<file path="src/usn_pkg.sv">
// Shared types and constants of the UTF-8 script normalizer.
// No dependencies; imported by the front end, the back end and the top level.
`default_nettype none

package usn_pkg;

    // script_mode codes
    localparam logic [1:0] MODE_PASS   = 2'd0;
    localparam logic [1:0] MODE_HANGUL = 2'd1;
    localparam logic [1:0] MODE_KANA   = 2'd2;
    localparam logic [1:0] MODE_UNUSED = 2'd3;

    localparam logic [20:0] HANGUL_FIRST = 21'h00AC00;
    localparam logic [20:0] HANGUL_LAST  = 21'h00D7A3;
    localparam logic [20:0] KATA_FIRST   = 21'h0030A1;
    localparam logic [20:0] KATA_LAST    = 21'h0030F6;
    localparam logic [20:0] KANA_SHIFT   = 21'h000060;

    localparam logic [15:0] JAMO_L_BASE  = 16'h1100;
    localparam logic [15:0] JAMO_V_BASE  = 16'h1161;
    // final Jamo base minus one: final index zero means no final
    localparam logic [15:0] JAMO_T_PRE   = 16'h11A7;

    localparam logic [4:0]  JAMO_V_COUNT = 5'd21;
    localparam logic [4:0]  JAMO_T_COUNT = 5'd28;

    // floor(s / 28) = (s * 18725) >> 19 for s < 11172
    localparam logic [14:0] Q28_RECIP = 15'd18725;
    localparam int          Q28_SHIFT = 19;
    // floor(q / 21) = (q * 391) >> 13 for q < 399
    localparam logic [8:0]  INI_RECIP = 9'd391;
    localparam int          INI_SHIFT = 13;

    // one decoded item queued for the emitter: up to three code points
    typedef struct packed {
        logic        raw;     // copy cp0[7:0] as a single byte
        logic [1:0]  ncp_m1;  // number of code points minus one
        logic [20:0] cp0;
        logic [15:0] cp1;
        logic [15:0] cp2;
    } usn_entry_t;

endpackage

`default_nettype wire

</file>
<file path="src/usn_front.sv">
// Front end: accepts bytes, runs the lenient UTF-8 decoder and maps the code point.
// Splits Hangul syllables in a three-stage reciprocal pipeline; uses usn_pkg.
`default_nettype none

module usn_front
    import usn_pkg::*;
(
    input  wire logic        aclk,
    input  wire logic        aresetn,
    input  wire logic [1:0]  script_mode,
    input  wire logic        s_tvalid,
    output logic             s_tready,
    input  wire logic [7:0]  s_tdata,
    input  wire logic        s_tlast,
    input  wire logic        queue_full,
    output logic             push_valid,
    output usn_entry_t       push_entry
);

    logic [20:0] part_reg, part_next;
    logic [1:0]  exp_reg, exp_next;

    logic        a_valid_reg, a_raw_reg, a_hangul_reg;
    logic [20:0] a_cp_reg;
    logic [13:0] a_s_reg;

    logic        b_valid_reg, b_raw_reg, b_hangul_reg;
    logic [20:0] b_cp_reg;
    logic [13:0] b_s_reg;
    logic [8:0]  b_q28_reg;

    logic        c_valid_reg, c_raw_reg, c_hangul_reg;
    logic [20:0] c_cp_reg;
    logic [8:0]  c_q28_reg;
    logic [4:0]  c_ini_reg, c_fin_reg;

    logic        adv, accept, mode_pass, lead_ok, complete, emit;
    logic        is_hangul, is_kana;
    logic [20:0] dec_cp, map_cp, hofs;
    logic [1:0]  dec_need;
    logic [28:0] q28_prod;
    logic [13:0] q28_x28, fin_full;
    logic [17:0] ini_prod;
    logic [8:0]  ini_x21, med_full;
    logic [4:0]  med;

    assign adv      = !c_valid_reg || !queue_full;
    assign s_tready = adv;
    assign accept   = s_tvalid && adv;

    assign mode_pass = (script_mode == MODE_PASS) || (script_mode == MODE_UNUSED);

    always_comb begin
        dec_cp   = '0;
        dec_need = 2'd0;
        lead_ok  = 1'b1;
        if (exp_reg == 2'd0) begin
            priority if (!s_tdata[7]) begin
                dec_cp = {14'd0, s_tdata[6:0]};
            end else if (s_tdata[7:5] == 3'b110) begin
                dec_cp   = {16'd0, s_tdata[4:0]};
                dec_need = 2'd1;
            end else if (s_tdata[7:4] == 4'b1110) begin
                dec_cp   = {17'd0, s_tdata[3:0]};
                dec_need = 2'd2;
            end else if (s_tdata[7:3] == 5'b11110) begin
                dec_cp   = {18'd0, s_tdata[2:0]};
                dec_need = 2'd3;
            end else begin
                lead_ok = 1'b0;
            end
        end else begin
            // continuation taken unchecked: low six bits only
            dec_cp   = {part_reg[14:0], s_tdata[5:0]};
            dec_need = exp_reg - 2'd1;
        end
    end

    assign complete = lead_ok && ((dec_need == 2'd0) || s_tlast);
    assign emit     = mode_pass || complete;

    always_comb begin
        part_next = part_reg;
        exp_next  = exp_reg;
        if (accept) begin
            if (mode_pass || complete) begin
                part_next = '0;
                exp_next  = 2'd0;
            end else if (lead_ok) begin
                part_next = dec_cp;
                exp_next  = dec_need;
            end
        end
    end

    assign is_hangul = (script_mode == MODE_HANGUL) && (dec_cp >= HANGUL_FIRST)
                       && (dec_cp <= HANGUL_LAST);
    assign is_kana   = (script_mode == MODE_KANA) && (dec_cp >= KATA_FIRST)
                       && (dec_cp <= KATA_LAST);
    assign map_cp    = is_kana ? (dec_cp - KANA_SHIFT) : dec_cp;
    assign hofs      = dec_cp - HANGUL_FIRST;

    // stage B: syllable offset / 28
    assign q28_prod = 29'(a_s_reg) * 29'(Q28_RECIP);
    // stage C: final index and initial index
    assign q28_x28  = 14'(b_q28_reg) * 14'(JAMO_T_COUNT);
    assign fin_full = b_s_reg - q28_x28;
    assign ini_prod = 18'(b_q28_reg) * 18'(INI_RECIP);
    // queue entry: medial index
    assign ini_x21  = 9'(c_ini_reg) * 9'(JAMO_V_COUNT);
    assign med_full = c_q28_reg - ini_x21;
    assign med      = med_full[4:0];

    always_ff @(posedge aclk) begin
        if (!aresetn) begin
            part_reg    <= '0;
            exp_reg     <= 2'd0;
            a_valid_reg <= 1'b0;
            b_valid_reg <= 1'b0;
            c_valid_reg <= 1'b0;
        end else begin
            part_reg <= part_next;
            exp_reg  <= exp_next;
            if (adv) begin
                a_valid_reg <= accept && emit;
                b_valid_reg <= a_valid_reg;
                c_valid_reg <= b_valid_reg;
            end
        end
    end

    always_ff @(posedge aclk) begin
        if (adv) begin
            a_raw_reg    <= mode_pass;
            a_hangul_reg <= !mode_pass && is_hangul;
            a_cp_reg     <= mode_pass ? {13'd0, s_tdata} : map_cp;
            a_s_reg      <= hofs[13:0];

            b_raw_reg    <= a_raw_reg;
            b_hangul_reg <= a_hangul_reg;
            b_cp_reg     <= a_cp_reg;
            b_s_reg      <= a_s_reg;
            b_q28_reg    <= q28_prod[27:Q28_SHIFT];

            c_raw_reg    <= b_raw_reg;
            c_hangul_reg <= b_hangul_reg;
            c_cp_reg     <= b_cp_reg;
            c_q28_reg    <= b_q28_reg;
            c_ini_reg    <= ini_prod[17:INI_SHIFT];
            c_fin_reg    <= fin_full[4:0];
        end
    end

    assign push_valid = c_valid_reg && !queue_full;

    always_comb begin
        push_entry = '0;
        if (c_hangul_reg) begin
            push_entry.cp0    = {5'd0, JAMO_L_BASE + 16'(c_ini_reg)};
            push_entry.cp1    = JAMO_V_BASE + 16'(med);
            push_entry.cp2    = JAMO_T_PRE + 16'(c_fin_reg);
            push_entry.ncp_m1 = (c_fin_reg != 5'd0) ? 2'd2 : 2'd1;
        end else begin
            push_entry.raw = c_raw_reg;
            push_entry.cp0 = c_cp_reg;
        end
    end

endmodule

`default_nettype wire

</file>
<file path="src/usn_fifo.sv">
// Short register queue between the front end and the emitter.
// Generic width and depth; no package dependencies.
`default_nettype none

module usn_fifo #(
    parameter int WIDTH = 8,
    parameter int DEPTH = 4
) (
    input  wire logic             aclk,
    input  wire logic             aresetn,
    input  wire logic             push,
    input  wire logic [WIDTH-1:0] push_data,
    output logic                  full,
    input  wire logic             pop,
    output logic                  head_valid,
    output logic [WIDTH-1:0]      head_data
);

    localparam int PW = (DEPTH > 1) ? $clog2(DEPTH) : 1;
    localparam int CW = $clog2(DEPTH + 1);
    localparam logic [PW-1:0] LAST_IDX = PW'(DEPTH - 1);
    localparam logic [CW-1:0] FULL_CNT = CW'(DEPTH);

    logic [WIDTH-1:0] mem_reg [DEPTH];
    logic [PW-1:0]    wr_ptr_reg, rd_ptr_reg;
    logic [CW-1:0]    count_reg;

    assign full       = (count_reg == FULL_CNT);
    assign head_valid = (count_reg != '0);
    assign head_data  = mem_reg[rd_ptr_reg];

    always_ff @(posedge aclk) begin
        if (!aresetn) begin
            wr_ptr_reg <= '0;
            rd_ptr_reg <= '0;
            count_reg  <= '0;
        end else begin
            if (push) begin
                wr_ptr_reg <= (wr_ptr_reg == LAST_IDX) ? '0 : wr_ptr_reg + 1'b1;
            end
            if (pop) begin
                rd_ptr_reg <= (rd_ptr_reg == LAST_IDX) ? '0 : rd_ptr_reg + 1'b1;
            end
            if (push && !pop) begin
                count_reg <= count_reg + 1'b1;
            end else if (pop && !push) begin
                count_reg <= count_reg - 1'b1;
            end
        end
    end

    always_ff @(posedge aclk) begin
        if (push) begin
            mem_reg[wr_ptr_reg] <= push_data;
        end
    end

endmodule

`default_nettype wire

</file>
<file path="src/usn_back.sv">
// Emitter: takes queued code points and sends their shortest UTF-8 bytes, or a raw
// entry's byte, one a cycle while m_tready is high. Uses usn_pkg for queue entries.
`default_nettype none

module usn_back
    import usn_pkg::*;
(
    input  wire logic       aclk,
    input  wire logic       aresetn,
    input  wire logic       head_valid,
    input  usn_entry_t      head_data,
    output logic            pop,
    output logic            m_tvalid,
    input  wire logic       m_tready,
    output logic [7:0]      m_tdata,
    output logic            m_tlast
);

    logic       busy_reg;
    usn_entry_t cur_reg;
    logic [1:0] cp_sel_reg, byte_sel_reg;

    logic [20:0] cur_cp;
    logic [1:0]  lm1, rem;
    logic        cp_done, item_done, fire;

    always_comb begin
        unique case (cp_sel_reg)
            2'd0:    cur_cp = cur_reg.cp0;
            2'd1:    cur_cp = {5'd0, cur_reg.cp1};
            default: cur_cp = {5'd0, cur_reg.cp2};
        endcase
    end

    // encoded length minus one
    always_comb begin
        priority if (cur_reg.raw || cur_cp < 21'h80) begin
            lm1 = 2'd0;
        end else if (cur_cp < 21'h800) begin
            lm1 = 2'd1;
        end else if (cur_cp < 21'h10000) begin
            lm1 = 2'd2;
        end else begin
            lm1 = 2'd3;
        end
    end

    assign rem = lm1 - byte_sel_reg;

    always_comb begin
        if (byte_sel_reg == 2'd0) begin
            if (cur_reg.raw) begin
                m_tdata = cur_cp[7:0];
            end else begin
                unique case (lm1)
                    2'd0:    m_tdata = {1'b0, cur_cp[6:0]};
                    2'd1:    m_tdata = {3'b110, cur_cp[10:6]};
                    2'd2:    m_tdata = {4'b1110, cur_cp[15:12]};
                    default: m_tdata = {5'b11110, cur_cp[20:18]};
                endcase
            end
        end else begin
            unique case (rem)
                2'd0:    m_tdata = {2'b10, cur_cp[5:0]};
                2'd1:    m_tdata = {2'b10, cur_cp[11:6]};
                default: m_tdata = {2'b10, cur_cp[17:12]};
            endcase
        end
    end

    assign cp_done   = (byte_sel_reg == lm1);
    assign item_done = cp_done && (cp_sel_reg == cur_reg.ncp_m1);
    assign m_tvalid  = busy_reg;
    assign m_tlast   = item_done;
    assign fire      = busy_reg && m_tready;
    // reload in the cycle the last byte leaves: no bubble between items
    assign pop       = head_valid && (!busy_reg || (fire && item_done));

    always_ff @(posedge aclk) begin
        if (!aresetn) begin
            busy_reg     <= 1'b0;
            cp_sel_reg   <= 2'd0;
            byte_sel_reg <= 2'd0;
        end else if (pop) begin
            busy_reg     <= 1'b1;
            cp_sel_reg   <= 2'd0;
            byte_sel_reg <= 2'd0;
        end else if (fire) begin
            if (item_done) begin
                busy_reg <= 1'b0;
            end else if (cp_done) begin
                cp_sel_reg   <= cp_sel_reg + 2'd1;
                byte_sel_reg <= 2'd0;
            end else begin
                byte_sel_reg <= byte_sel_reg + 2'd1;
            end
        end
    end

    always_ff @(posedge aclk) begin
        if (pop) begin
            cur_reg <= head_data;
        end
    end

endmodule

`default_nettype wire

</file>
<file path="src/utf8_script_normalizer_top.sv">
// Top level of the UTF-8 script normalizer: mode register, front end, queue, emitter.
// Depends on usn_pkg, usn_front, usn_fifo and usn_back.
//
//  channel | dir | handshake          | payload
//  s_      | in  | s_tvalid/s_tready  | s_tdata[7:0] in_byte, s_tlast end_of_text
//  m_      | out | m_tvalid/m_tready  | m_tdata[7:0] out_byte, m_tlast run_last
//  cfg_    | in  | cfg_wr_en          | cfg_wr_data[1:0] script_mode
//
// The front end takes one byte per cycle while s_tready is high; the emitter sends
// one byte per cycle while m_tready is high. An input byte causes 0 to 9 output
// bytes, two or three per byte on Hangul text. The item completed by an accepted byte
// passes stages A, B, C and the queue before m_tvalid rises. Reset clears decoder,
// pipeline and queue. A stalled m_ side fills the queue, then s_tready drops.
`default_nettype none

module utf8_script_normalizer_top
    import usn_pkg::*;
#(
    parameter int QUEUE_DEPTH = 4
) (
    input  wire logic       aclk,
    input  wire logic       aresetn,
    input  wire logic       cfg_wr_en,
    input  wire logic [1:0] cfg_wr_data,    // script_mode
    input  wire logic       s_tvalid,
    output logic            s_tready,
    input  wire logic [7:0] s_tdata,        // [7:0] in_byte
    input  wire logic       s_tlast,
    output logic            m_tvalid,
    input  wire logic       m_tready,
    output logic [7:0]      m_tdata,        // [7:0] out_byte
    output logic            m_tlast
);

    logic [1:0] mode_reg;
    logic       q_full, q_push, q_pop, q_head_valid;
    usn_entry_t q_push_entry, q_head_entry;

    always_ff @(posedge aclk) begin
        if (!aresetn) begin
            mode_reg <= MODE_PASS;
        end else if (cfg_wr_en) begin
            mode_reg <= cfg_wr_data;
        end
    end

    usn_front u_front (
        .aclk        (aclk),
        .aresetn     (aresetn),
        .script_mode (mode_reg),
        .s_tvalid    (s_tvalid),
        .s_tready    (s_tready),
        .s_tdata     (s_tdata),
        .s_tlast     (s_tlast),
        .queue_full  (q_full),
        .push_valid  (q_push),
        .push_entry  (q_push_entry)
    );

    usn_fifo #(
        .WIDTH ($bits(usn_entry_t)),
        .DEPTH (QUEUE_DEPTH)
    ) u_fifo (
        .aclk       (aclk),
        .aresetn    (aresetn),
        .push       (q_push),
        .push_data  (q_push_entry),
        .full       (q_full),
        .pop        (q_pop),
        .head_valid (q_head_valid),
        .head_data  (q_head_entry)
    );

    usn_back u_back (
        .aclk       (aclk),
        .aresetn    (aresetn),
        .head_valid (q_head_valid),
        .head_data  (q_head_entry),
        .pop        (q_pop),
        .m_tvalid   (m_tvalid),
        .m_tready   (m_tready),
        .m_tdata    (m_tdata),
        .m_tlast    (m_tlast)
    );

endmodule

`default_nettype wire

</file>
<file path="config.mk">
export PLATFORM = sky130hd
export DESIGN_NAME = utf8_script_normalizer_top
export DESIGN_NICKNAME = d
export VERILOG_FILES = /design/src/usn_pkg.sv /design/src/usn_front.sv /design/src/usn_fifo.sv /design/src/usn_back.sv /design/src/utf8_script_normalizer_top.sv
export SDC_FILE = /design/constraint.sdc
export NUM_CORES = 1
export LEC_CHECK = 0
export ABC_AREA = 1
export BUFFER_PORTS_ARGS = -buffer_cell sky130_fd_sc_hd__buf_2
export CORE_UTILIZATION = 64
export CTS_BUF_LIST = sky130_fd_sc_hd__clkbuf_16
export CTS_CLUSTER_DIAMETER = 100
export DETAILED_ROUTE_END_ITERATION = 6
export HOLD_SLACK_MARGIN = 0.02
export PLACE_DENSITY = 0.89
export RECOVER_POWER = 25
export REMOVE_ABC_BUFFERS = 1
export SETUP_SLACK_MARGIN = 0.15
export SYNTH_ARGS = -nofsm -noshare
export SYNTH_HDL_FRONTEND = slang
export SYNTH_SLANG_ARGS = --single-unit
</file>
<file path="constraint.sdc">
create_clock -name aclk -period 5.75 [get_ports aclk]
set_input_delay 0.8625 -clock aclk [delete_from_list [all_inputs] [get_ports aclk]]
set_output_delay 0.8625 -clock aclk [all_outputs]
set_load 0.02 [all_outputs]
</file>
=== Yosys cells after proc, flatten, opt, wreduce, memory -nomap -nowiden ===
Memories as Yosys holds them, arrays and structs flattened. A register that Yosys moved wholly into a read port is not among the register bits.
Index checks and enable logic that the tools add are counted.

* Memories kept: 1
* Output and inout port bits: 11
* Input port bits: 16
* Bits in writable memories: 224
* Bits in registers: 146

{| class="wikitable"
|+ Memories
! memory !! words !! bits a word !! rd ports !! clocked after Yosys merged registers in !! write ports !! line !! RTL
|-
| u_fifo.mem_reg || 4 || 56 || 1 || 1 || 1 || usn_fifo.sv:24 || <nowiki>logic [WIDTH-1:0] mem_reg [DEPTH];</nowiki>
|}

* Mux-type cells: 44
* $mul: 4
* Eq/ne operators: 15
* $add $sub $neg: 15
* Magnitude comparators: 7
* Bitwise operators: 2
* Reduce and logical (&&, ||, !) cells: 45

{| class="wikitable"
|+ Operators with widths
! cell !! count
|-
| $mux W21 || 6
|-
| $add A13 B5 Y14 const A || 3
|-
| $pmux W21 S2 || 1
|-
| $mux W32 || 1
|-
| $mux W15 || 2
|-
| $mul A14 B15 Y28 const B || 1
|-
| $mux W2 || 14
|-
| $mux W8 || 3
|-
| $pmux W8 S3 || 1
|-
| $ge A21 B14 Y1 const B || 1
|-
| $ge A21 B16 Y1 const B || 1
|-
| $le A21 B14 Y1 const B || 1
|-
| $le A21 B16 Y1 const B || 1
|-
| $lt A21 B12 Y1 const B || 1
|-
| $lt A21 B17 Y1 const B || 1
|-
| $lt A21 B8 Y1 const B || 1
|-
| $sub A21 B7 Y21 const B || 1
|-
| $mul A9 B9 Y18 const B || 1
|-
| $logic_and A1 B1 Y1 || 15
|-
| $logic_not A2 Y1 || 7
|-
| $sub A14 B14 Y14 const B || 1
|-
| $mux W1 || 12
|-
| $pmux W6 S2 || 1
|-
| $eq A2 B2 Y1 const B || 5
|-
| other kinds (23) || 50
|}

=== Depth between registers and ports, before layout ===
Gate-level depths: netlist (run 1).

* Word-level depth: 14
* Mapped depth: 24
* Depth with buffers taken out: 22

=== Hierarchy ===
Synthesis (run 1) repeated with hierarchy kept, for this count alone.

* Cell total of the unflattened synthesis: 1953
* Area, all modules: 22369.0 um2

{| class="wikitable"
|+ By module, submodules not included
! module !! cells an instance !! instances !! area each (um2)
|-
| usn_front || 1057 || 1 || 10152.2
|-
| usn_fifo || 602 || 1 || 9162.5
|-
| usn_back || 282 || 1 || 2976.6
|-
| utf8_script_normalizer_top || 12 || 1 || 77.6
|}

=== Worst setup path after synthesis (run 1) ===
Ideal clock, no wire load.

* Kind: reg-to-reg
* Start: reg u_fifo.count_reg[1]
* End: reg u_front.part_reg[11]
* Cell stages (with the launch flop): 8
* Path buffers: 1
* Path slack: 1.023 ns
* Arrival time: 4.608 ns
* Cells stage by stage: dfxtp_1 -> nor2_1 -> nand3_1 -> nand3_2 -> inv_2 -> buf_2 -> o21ai_1 -> a21oi_1

* Cells in the longest elaborated chain, start to end: 5

{| class="wikitable"
|+ RTL lines
! element !! line !! RTL
|-
| from (decl) || usn_fifo.sv:26 || <nowiki>logic [CW-1:0] count_reg;</nowiki>
|-
| from (signal assigned) || usn_fifo.sv:45 || <nowiki>count_reg <= count_reg + 1'b1;</nowiki>
|-
| from (signal assigned) || usn_fifo.sv:47 || <nowiki>count_reg <= count_reg - 1'b1;</nowiki>
|-
| $eq A3 B3 Y1 || usn_fifo.sv:28 || <nowiki>assign full = (count_reg == FULL_CNT);</nowiki>
|-
| $logic_not A1 Y1 || usn_front.sv:47 || <nowiki>assign adv = !c_valid_reg || !queue_full;</nowiki>
|-
| $logic_or A1 B1 Y1 || usn_front.sv:47 ||
|-
| named net s_tready || utf8_script_normalizer_top.sv:26 || <nowiki>output logic s_tready,</nowiki>
|-
| $logic_and A1 B1 Y1 || usn_front.sv:49 || <nowiki>assign accept = s_tvalid && adv;</nowiki>
|-
| $reduce_and A2 Y1 (no source line) || - ||
|-
| to (signal assigned) || usn_front.sv:122 || <nowiki>part_reg <= part_next;</nowiki>
|-
| to (decl) || usn_front.sv:20 || <nowiki>logic [20:0] part_reg, part_next;</nowiki>
|}

The timed path passes the listed nets, and every way through them passes these cells.
A chain may end at the register's enable or synchronous reset.

=== Worst setup path in the final report (run 1) ===
* Start: reg u_back.cp_sel_reg[1]
* End: out m_tdata[3]

* Cells in the longest elaborated chain, start to end: 10
* Elaborated cells on any way between the ends: 20

{| class="wikitable"
|+ RTL lines
! element !! line !! RTL
|-
| from (decl) || usn_back.sv:21 || <nowiki>logic [1:0] cp_sel_reg, byte_sel_reg;</nowiki>
|-
| from (signal assigned) || usn_back.sv:92 || <nowiki>cp_sel_reg <= cp_sel_reg + 2'd1;</nowiki>
|-
| $eq A2 B1 Y1 or $logic_not A2 Y1 (tied branches) || usn_back.sv:28 || <nowiki>unique case (cp_sel_reg)</nowiki>
|-
| $pmux W21 S2 * || usn_back.sv:28 ||
|-
| $lt A21 B17 Y1 || usn_back.sv:41 || <nowiki>end else if (cur_cp < 21'h10000) begin</nowiki>
|-
| $mux W1 || usn_back.sv:41 ||
|-
| $mux W2 || usn_back.sv:39 || <nowiki>end else if (cur_cp < 21'h800) begin</nowiki>
|-
| $mux W2 || usn_back.sv:37 || <nowiki>priority if (cur_reg.raw || cur_cp < 21'h80) begin</nowiki>
|-
| $sub A2 B2 Y2, or another cell as far along || usn_back.sv:48 || <nowiki>assign rem = lm1 - byte_sel_reg;</nowiki>
|-
| $eq A2 B1 Y1, or another cell as far along || usn_back.sv:63 || <nowiki>unique case (rem)</nowiki>
|-
| $pmux W6 S2 or $mux W8 (tied branches) || usn_back.sv:63, usn_back.sv:52 ||
|-
| $mux W8 * || usn_back.sv:51 || <nowiki>if (byte_sel_reg == 2'd0) begin</nowiki>
|-
| to (decl) || utf8_script_normalizer_top.sv:31 || <nowiki>output logic [7:0] m_tdata,</nowiki>
|}

Every way passes the cells marked *; elsewhere a longest branch is shown, timed or not.

==> impl_results.md, run 1 <==
- Critical path startpoint category: flop
- Max Slew Vio Count: 31
- Max Cap Viol: 1
- Syn Inst Count: 1698
- Routed WL per cell: 19.70 µm
- Max reg flops: 160
- Final min period: 5066 ps
- P per Cell Area: 526.8 nW/µm²
- Critical Path Max Stage Delay: 550 ps
- Final GP Congestion: 0.9205
- Nets: 1978
- DRC marker count from the first detailed-route iteration: 1612
- TNS Setup: 0 ps
- DIE HEIGHT: 172.4 µm
- WHS Endpoint: u_front.c_cp_reg[7]
- Rows: 62
- Synth top area share: 0.5041
- Mapped cell area: 18590 µm²
- Initial antenna violation count: 0
- Port buffer count: 26
- I/O Pins: 27
- TritonCTS clock tree: done
- Die area: 29730 µm²
- Dpl ws: 946.6 ps
- Ant diodes: 0
- Final setup margin: 683.9 ps
- Layout area overhead: 8.442%
- Crit Path Max Fanout: 14
- Clock slew at reported path FFs: 60 ps
- Via count: 13018
- DRT antenna net count: 0
- DRT Pass-1 Iters: 6
- Avg Cell Area, Syn: 10.95 µm²
- Share of cells above drive strength 1: 0.07399
- Synth cell types: 50
- Synth area leaders: edfxtp_1 (50%), ha_1 (13%), fa_1 (4.7%)
- Worst R2R Start: u_front.a_s_reg[11]
- Starting density of the core: 0.6493
- CP Class: reg2out
- Detailed-route DRC error count: 0
- Clk Latency, worst-skew pair: 540 ps
- Beginning of the worst hold path: u_front.b_cp_reg[7]
- Crit path DAT: 4200 ps
- Worst R2R End: u_front.b_q28_reg[6]
- RSZ-0062 raised after global routing: false
- Worst-Margin Slew: 1864 ps
- CTS max path bufs: 3
- Crit path required time: 4890 ps
- Cell Chain, Critical Path: inv_1 > ha_1 > inv_1 > nand2_4 > nor2_1 > a31oi_1 > inv_1 > nand4_1 > o21ai_0 > a21oi_1 > inv_1 > ha_1 > inv_1 > nand3_1 > nand3_1 > nand2_1 > nand2_1 > buf_2
- Post-synthesis sequential area ratio: 0.5407
- Worst Reg-to-Reg Cells: 16
- Slew HR: -0.2425
- CP most frequent cell: inv_1
- Worst Skew: 36.09 ps
- Resized cells post-CTS: 0
- CTS Sinks: 346
- Vias in the first global route: 12746
- Synth Warn #: 0
- Area leader, netlist: edfxtp_1
- Hold Path Class: reg2reg
- Hold Crit Depth: 0
- Commonest non-fill, non-tap cell in the layout: edfxtp_1
- Status: finished with violations
- Largest net degree at the start of global routing: 85
- Final Setup Violations: 0
- Die Wd: 172.4 µm
- Reg2Reg Setup Slack: 840 ps
- Final Cycle Share: 0.8811
- Gr ovfl total: 0
- Final Hold Fails: 0
- Root Buffer: clkbuf_16
- CTS buffer count: 36
- Number of synthesized register bits: 346
- Max Clk Rate: 197.4 MHz
- Wirelength, routed: 42190 µm
- LEAKAGE: 8.571 nW
- Post-CTS Hold Buffers: 0
- Number of buffers inserted by post-CTS setup repair: 0
- Setup crit end kind: output port
- Highest-delay cell along the critical path: ha_1
- Area of the core: 28630 µm²
- Failing checks: capacitance limit, slew limit
- Most frequent cells in the layout: edfxtp_1 (312), inv_1 (228), nand2_1 (205)
- Avg Vias per Cell: 6.080
- First-pass GRT wire length: 65520 µm
- H-Tree Level Count: 2
- Gr usage total: 0.2878
- Max IR drop VDD: 322.4 µV
- Post-detail-place hpwl: 26890 µm
==> how the worst max path moves through the flow <==
stage | start | end | depth (start not counted)
2_1_floorplan | u_fifo.count_reg[1] | u_front.part_reg[14] | 6
3_3_place_gp | u_front.a_s_reg[11] | u_front.b_q28_reg[6] | 16
3_5_place_dp | u_front.a_s_reg[11] | u_front.b_q28_reg[6] | 16
4_1_cts | u_back.cp_sel_reg[1] | m_tdata[3] | 18
5_1_grt | u_back.cp_sel_reg[1] | m_tdata[1] | 18
6_report | u_back.cp_sel_reg[1] | m_tdata[3] | 18
==> critical path: cells and delay by family (launching register included) <==
kind                     cells  cell delay (ps)
buffers and inverters        6              900
AO/OA/AOI/OAI                3              810
flip-flops                   1              340
adder cells (fa/ha/maj)      2             1060
AND/OR/NAND/NOR              7              580
==> final cells by class <==
| type | instances | area [µm²] |
|---|---|---|
| flip-flops and latches | 346 | 10050 |
| clock inverters | 28 | 147.6 |
| well taps | 384 | 480.5 |
| repair buffers | 39 | 219.0 |
| fillers | 1799 | 8469 |
| multi-input cells | 1084 | 7512 |
| clock buffers | 36 | 900.9 |
| inverters | 224 | 843.3 |
==> power by group <==
part / switching (mW) / internal [mW] / total (mW)
registers: 0.250 / 3.29 / 3.54
clock network: 0.954 / 1.15 / 2.10
logic: 3.19 / 1.79 / 4.98
==> cell families after synthesis <==
| logic type | Yosys count | synth area share |
|---|---|---|
| compound gates | 290 | 0.08677 |
| xor+xnor | 36 | 0.01696 |
| fa+ha+maj | 231 | 0.1733 |
| buf+inv | 268 | 0.05648 |
| flops | 346 | 0.5407 |
| simple gates | 527 | 0.1258 |
==> layer usage <==
layer,GRT usage,part of all wire
met2,0.4939,0.50
met3,0.04395,0.074
met4,0.1197,0.037
met5,0,0
met1,0.3649,0.39
==> per-stage QoR <==
step / instances / power, mW / hold slack, ps / area [µm²] / utilization
2_1_floorplan: 1654 / 7.009 / 400.3 / 18380 / -
3_3_place_gp: 2077 / 8.060 / 400.5 / 19130 / 0.6684
3_5_place_dp: 2077 / 8.384 / 404.5 / 19130 / 0.6684
4_1_cts: 2141 / 10.59 / 416.0 / 20180 / 0.7050
5_1_grt: 2141 / 11.41 / 421.1 / 20160 / 0.7041
6_report: 2141 / 10.62 / 414.7 / 20160 / 0.7041
==> Yosys cell counts (all sizes together) <==
| cell type | n |
|---|---|
| ha | 187 |
| buf | 10 |
| o211ai | 4 |
| a31o | 1 |
| inv | 221 |
| a211oi | 5 |
| nand3 | 62 |
| and3 | 1 |
| nand3b | 9 |
| o22ai | 40 |
| a21oi | 82 |
| o21ai | 134 |
| clkbuf | 34 |
| a31oi | 3 |
| or2 | 4 |
| a21o | 4 |
| o311ai | 1 |
| a22oi | 1 |
| nand2 | 214 |
| o21bai | 1 |
| edfxtp | 312 |
| fa | 44 |
| o221ai | 2 |
| o31ai | 1 |
| nand4 | 21 |
| a21boi | 1 |
| o21a | 2 |
| clkinv | 3 |
| xnor2 | 15 |
| a22o | 4 |
| xor2 | 21 |
| dfxtp | 34 |
| nor2 | 203 |
| nor4 | 4 |
| o2111ai | 4 |
| nor3 | 9 |
Power figures use the tool's default switching activity.
==> run 2, diff against run 1 <==
- ABC_AREA: 1 -> not set
- ABC_CLOCK_PERIOD_IN_PS: not set -> 5750
- SETUP_SLACK_MARGIN: 0.15 -> not set
==> run 2 against run 1 <==
Net effect: the flow still finishes with violations (capacitance limit, slew limit); sequential power fell by 2%; via count fell by 20%; design area fell by 3.5%; clock skew fell by 8.7 ps; final cell count fell by 20%; critical path type is now reg2reg.
==> impl_results.md, run 2 <==
- Status: finished with violations
- Failing checks: capacitance limit, slew limit
- First-pass GRT wire length: 59020 µm (-9.9%)
- P per Cell Area: 481.0 nW/µm² (-8.7%)
- CTS max path bufs: 3 (unchanged)
- Area of the core: 27180 µm² (-5.1%)
- # fillers: 1693 (-5.9%)
- Nets: 1556 (-21%)
- Main combinational cell family by area after synthesis: adder cells
- Max reg flops: 160 (unchanged)
- Worst Skew: 27.41 ps (-8.684 ps)
- Post-detail-place hpwl: 23440 µm (-13%)
- Most frequent cells in the layout: edfxtp_1 (312), ha_1 (187), inv_1 (138)
- Layout area overhead: 8.801%
- Gr usage total: 0.2733 (-0.01452)
- Number of buffers inserted by post-CTS setup repair: 0 (unchanged)
- Routed WL per cell: 21.80 µm (+11%)
- CP Class: reg2reg
- Synth area leaders: edfxtp_1 (52%), ha_1 (13%), mux4_2 (5.0%)
- Post-synthesis sequential area ratio: 0.5620 (+0.02126)
- H-Tree Level Count: 2 (unchanged)
- Final Hold Fails: 0 (unchanged)
- Initial antenna violation count: 0 (unchanged)
- Synth Area in XOR/XNOR: 0.02197 (+0.005005)
- Most frequent cell after synthesis: edfxtp_1
- Crit Path Max Fanout: 4 (-10)
- Mapped cell area: 17880 µm² (-3.8%)
- Final Cycle Share: 0.9032 (+0.02219)
- Core Util, Final: 0.7160 (+0.01185)
- Port buffer count: 26 (unchanged)
- Top cells by count, synth: edfxtp_1 (312), ha_1 (187), inv_1 (131), nand2_1 (61), nor2_1 (51)
- Number of synthesized register bits: 346 (unchanged)
- Setup crit end kind: flop
- CTS Sinks: 346 (unchanged)
- Synth top area share: 0.5239 (+0.01982)
- Async SR Flop Fraction: 0 (unchanged)
- Area leader, netlist: edfxtp_1
- DRT antenna net count: 0 (unchanged)
- Synth Area in Simple Gates: 0.07332 (-0.05249)
- Largest net degree at the start of global routing: 83 (-2.4%)
- Worst path top cell family by delay: adder cells
- Clk Latency, worst-skew pair: 530 ps (about the same)
- Metal2 WL: 19000 µm (-11%)
- Multi-input gate area: 7173 µm² (-4.5%)
- Cell Chain, Critical Path: ha_1 > fa_1 > fa_1 > fa_1 > fa_1 > fa_1 > ha_1 > nand3_1 > a211oi_1 > a221oi_1 > o21bai_1 > o31ai_1 > o21bai_1 > xor2_1
- Final GP Congestion: 0.8882 (-3.5%)
- Detailed-route DRC error count: 0 (unchanged)
- TNS Setup: 0 ps (unchanged)
- Starting density of the core: 0.6581 (+0.008743)
- Vias in the first global route: 10813 (-15%)
- Clock slew at reported path FFs: 70 ps (about the same)
- Crit path DAT: 5440 ps (+1240 ps)
- Hold Path Class: reg2reg
- Buf/Inv on CP: 0 (-6)
- LEAKAGE: 7.818 nW (-8.8%)
- Worst-Margin Slew: 1525 ps (-338.5 ps)
- Max Cap Viol: 1 (unchanged)
- Post-Synth Adder-Cell Area: 0.1801 (+0.006813)
- Placed Cells: 1644 (-21%)
- Highest-delay cell along the critical path: fa_1
- Resized cells post-CTS: 0 (unchanged)
- Final Setup Violations: 0 (unchanged)
- Final min period: 5194 ps (+127.6 ps)
- CP most frequent cell: fa_1
- Register Area: 10050 µm² (unchanged)
- Root Buffer: clkbuf_16
- Critical Path Max Stage Delay: 580 ps (+30 ps)
- Crit path required time: 6000 ps (+1110 ps)
- EDFF count, synth: 312 (unchanged)
- CTS buffer count: 35 (-2.8%)
- Max Slew Vio Count: 31 (unchanged)
- Commonest non-fill, non-tap cell in the layout: edfxtp_1
- DRT Pass-1 Iters: 6 (unchanged)
- Highest Signal Layer: met4
- Gr ovfl total: 0 (unchanged)
- Top_reg_cell synth: edfxtp_1
- Slew HR: -0.01683 (+0.2257)
- Via count: 10474 (-20%)
- Max IR drop VDD: 287.0 µV (-11%)
- Synth cell types: 73 (+46%)
- Syn Inst Count: 1273 (-25%)
- M1 WL: 14690 µm (-9.8%)
- DRC marker count from the first detailed-route iteration: 997 (-38%)
- Rows: 60 (-3.2%)
- Post-synthesis mux area share: 0.05891 (+0.05891)
- Avg Vias per Cell: 6.140 (+0.97%)
- Die Wd: 169.2 µm (-1.9%)
- I/O Pins: 27 (unchanged)
- Share of cells above drive strength 1: 0.1079 (+0.03396)
- Synth Warn #: 0 (unchanged)
- Met3 WL: 2166 µm (-30%)
- TritonCTS clock tree: done
- DIE HEIGHT: 169.2 µm (-1.9%)
- Die area: 28620 µm² (-3.7%)
- Avg Cell Area, Syn: 14.05 µm² (+28%)
- Final std cells w/o fill: 1706 (-20%)
- Compound-Gate Fraction of Synth Area: 0.06654 (-0.02024)
- Critical path startpoint category: flop
- Max Clk Rate: 192.5 MHz (-2.5%)
- RSZ-0062 raised after global routing: false
- Ant diodes: 0 (unchanged)
- Wirelength, routed: 37190 µm (-12%)
- Post-CTS Hold Buffers: 0 (unchanged)
run 2: stage by stage:
step	hold slack (ps)	worst slack [ps]	power (mW)	cell area, µm²
detailed placement	404.5	590.9	7.150	18390
finish	418.1	556.3	9.359	19460
CTS	419.3	510.6	9.392	19460
global placement	400.4	693.7	6.921	18390
floorplan	400.3	862.6	6.186	17710
global route	428.7	298.0	9.964	19460
run 2: cell type report:
cell class / instances / share of cell area
Clock buffer: 36 / 0.04630
Multi-Input combinational cell: 759 / 0.3687
Clock inverter: 26 / 0.008874
Tap cell: 372 / 0.02392
Sequential cell: 346 / 0.5166
Inverter: 131 / 0.02540
Timing Repair Buffer: 36 / 0.01022
run 2: routing by layer:
| layer | GRT usage | vias up |
|---|---|---|
| li1 | - | 4758 |
| met1 | 0.3447 | 5193 |
| met2 | 0.4756 | 426 |
| met3 | 0.04524 | 97 |
| met4 | 0.1046 | 0 |
| met5 | 0 | - |
run 2: worst paths after layout:
kind,startpoint,to,slack [ps],cells after the start
worst min-delay path,u_front.b_cp_reg[16],u_front.c_cp_reg[16],420,0
worst min register to register,u_front.b_cp_reg[16],u_front.c_cp_reg[16],420,0
worst max-delay path,u_front.a_s_reg[11],u_front.b_q28_reg[3],560,14
worst max register to register,u_front.a_s_reg[11],u_front.b_q28_reg[3],560,14
run 2: report_power, final:
part	total, mW	internal, mW	switching [mW]	leakage [nW]
logic	3.74	1.61	2.12	3.95
registers	3.47	3.19	0.281	3.32
clock network	2.15	1.19	0.958	0.549
total	9.36	6.00	3.36	7.82
run 2: logic make-up (layout without fill, tap and decap cells):
family | Yosys count | after routing
AO/OA/AOI/OAI | 174 | 174
XOR/XNOR | 44 | 44
adder cells (fa/ha/maj) | 231 | 231
buffers and inverters | 168 | 229
flip-flops | 346 | 346
multiplexers | 54 | 54
AND/OR/NAND/NOR | 256 | 256
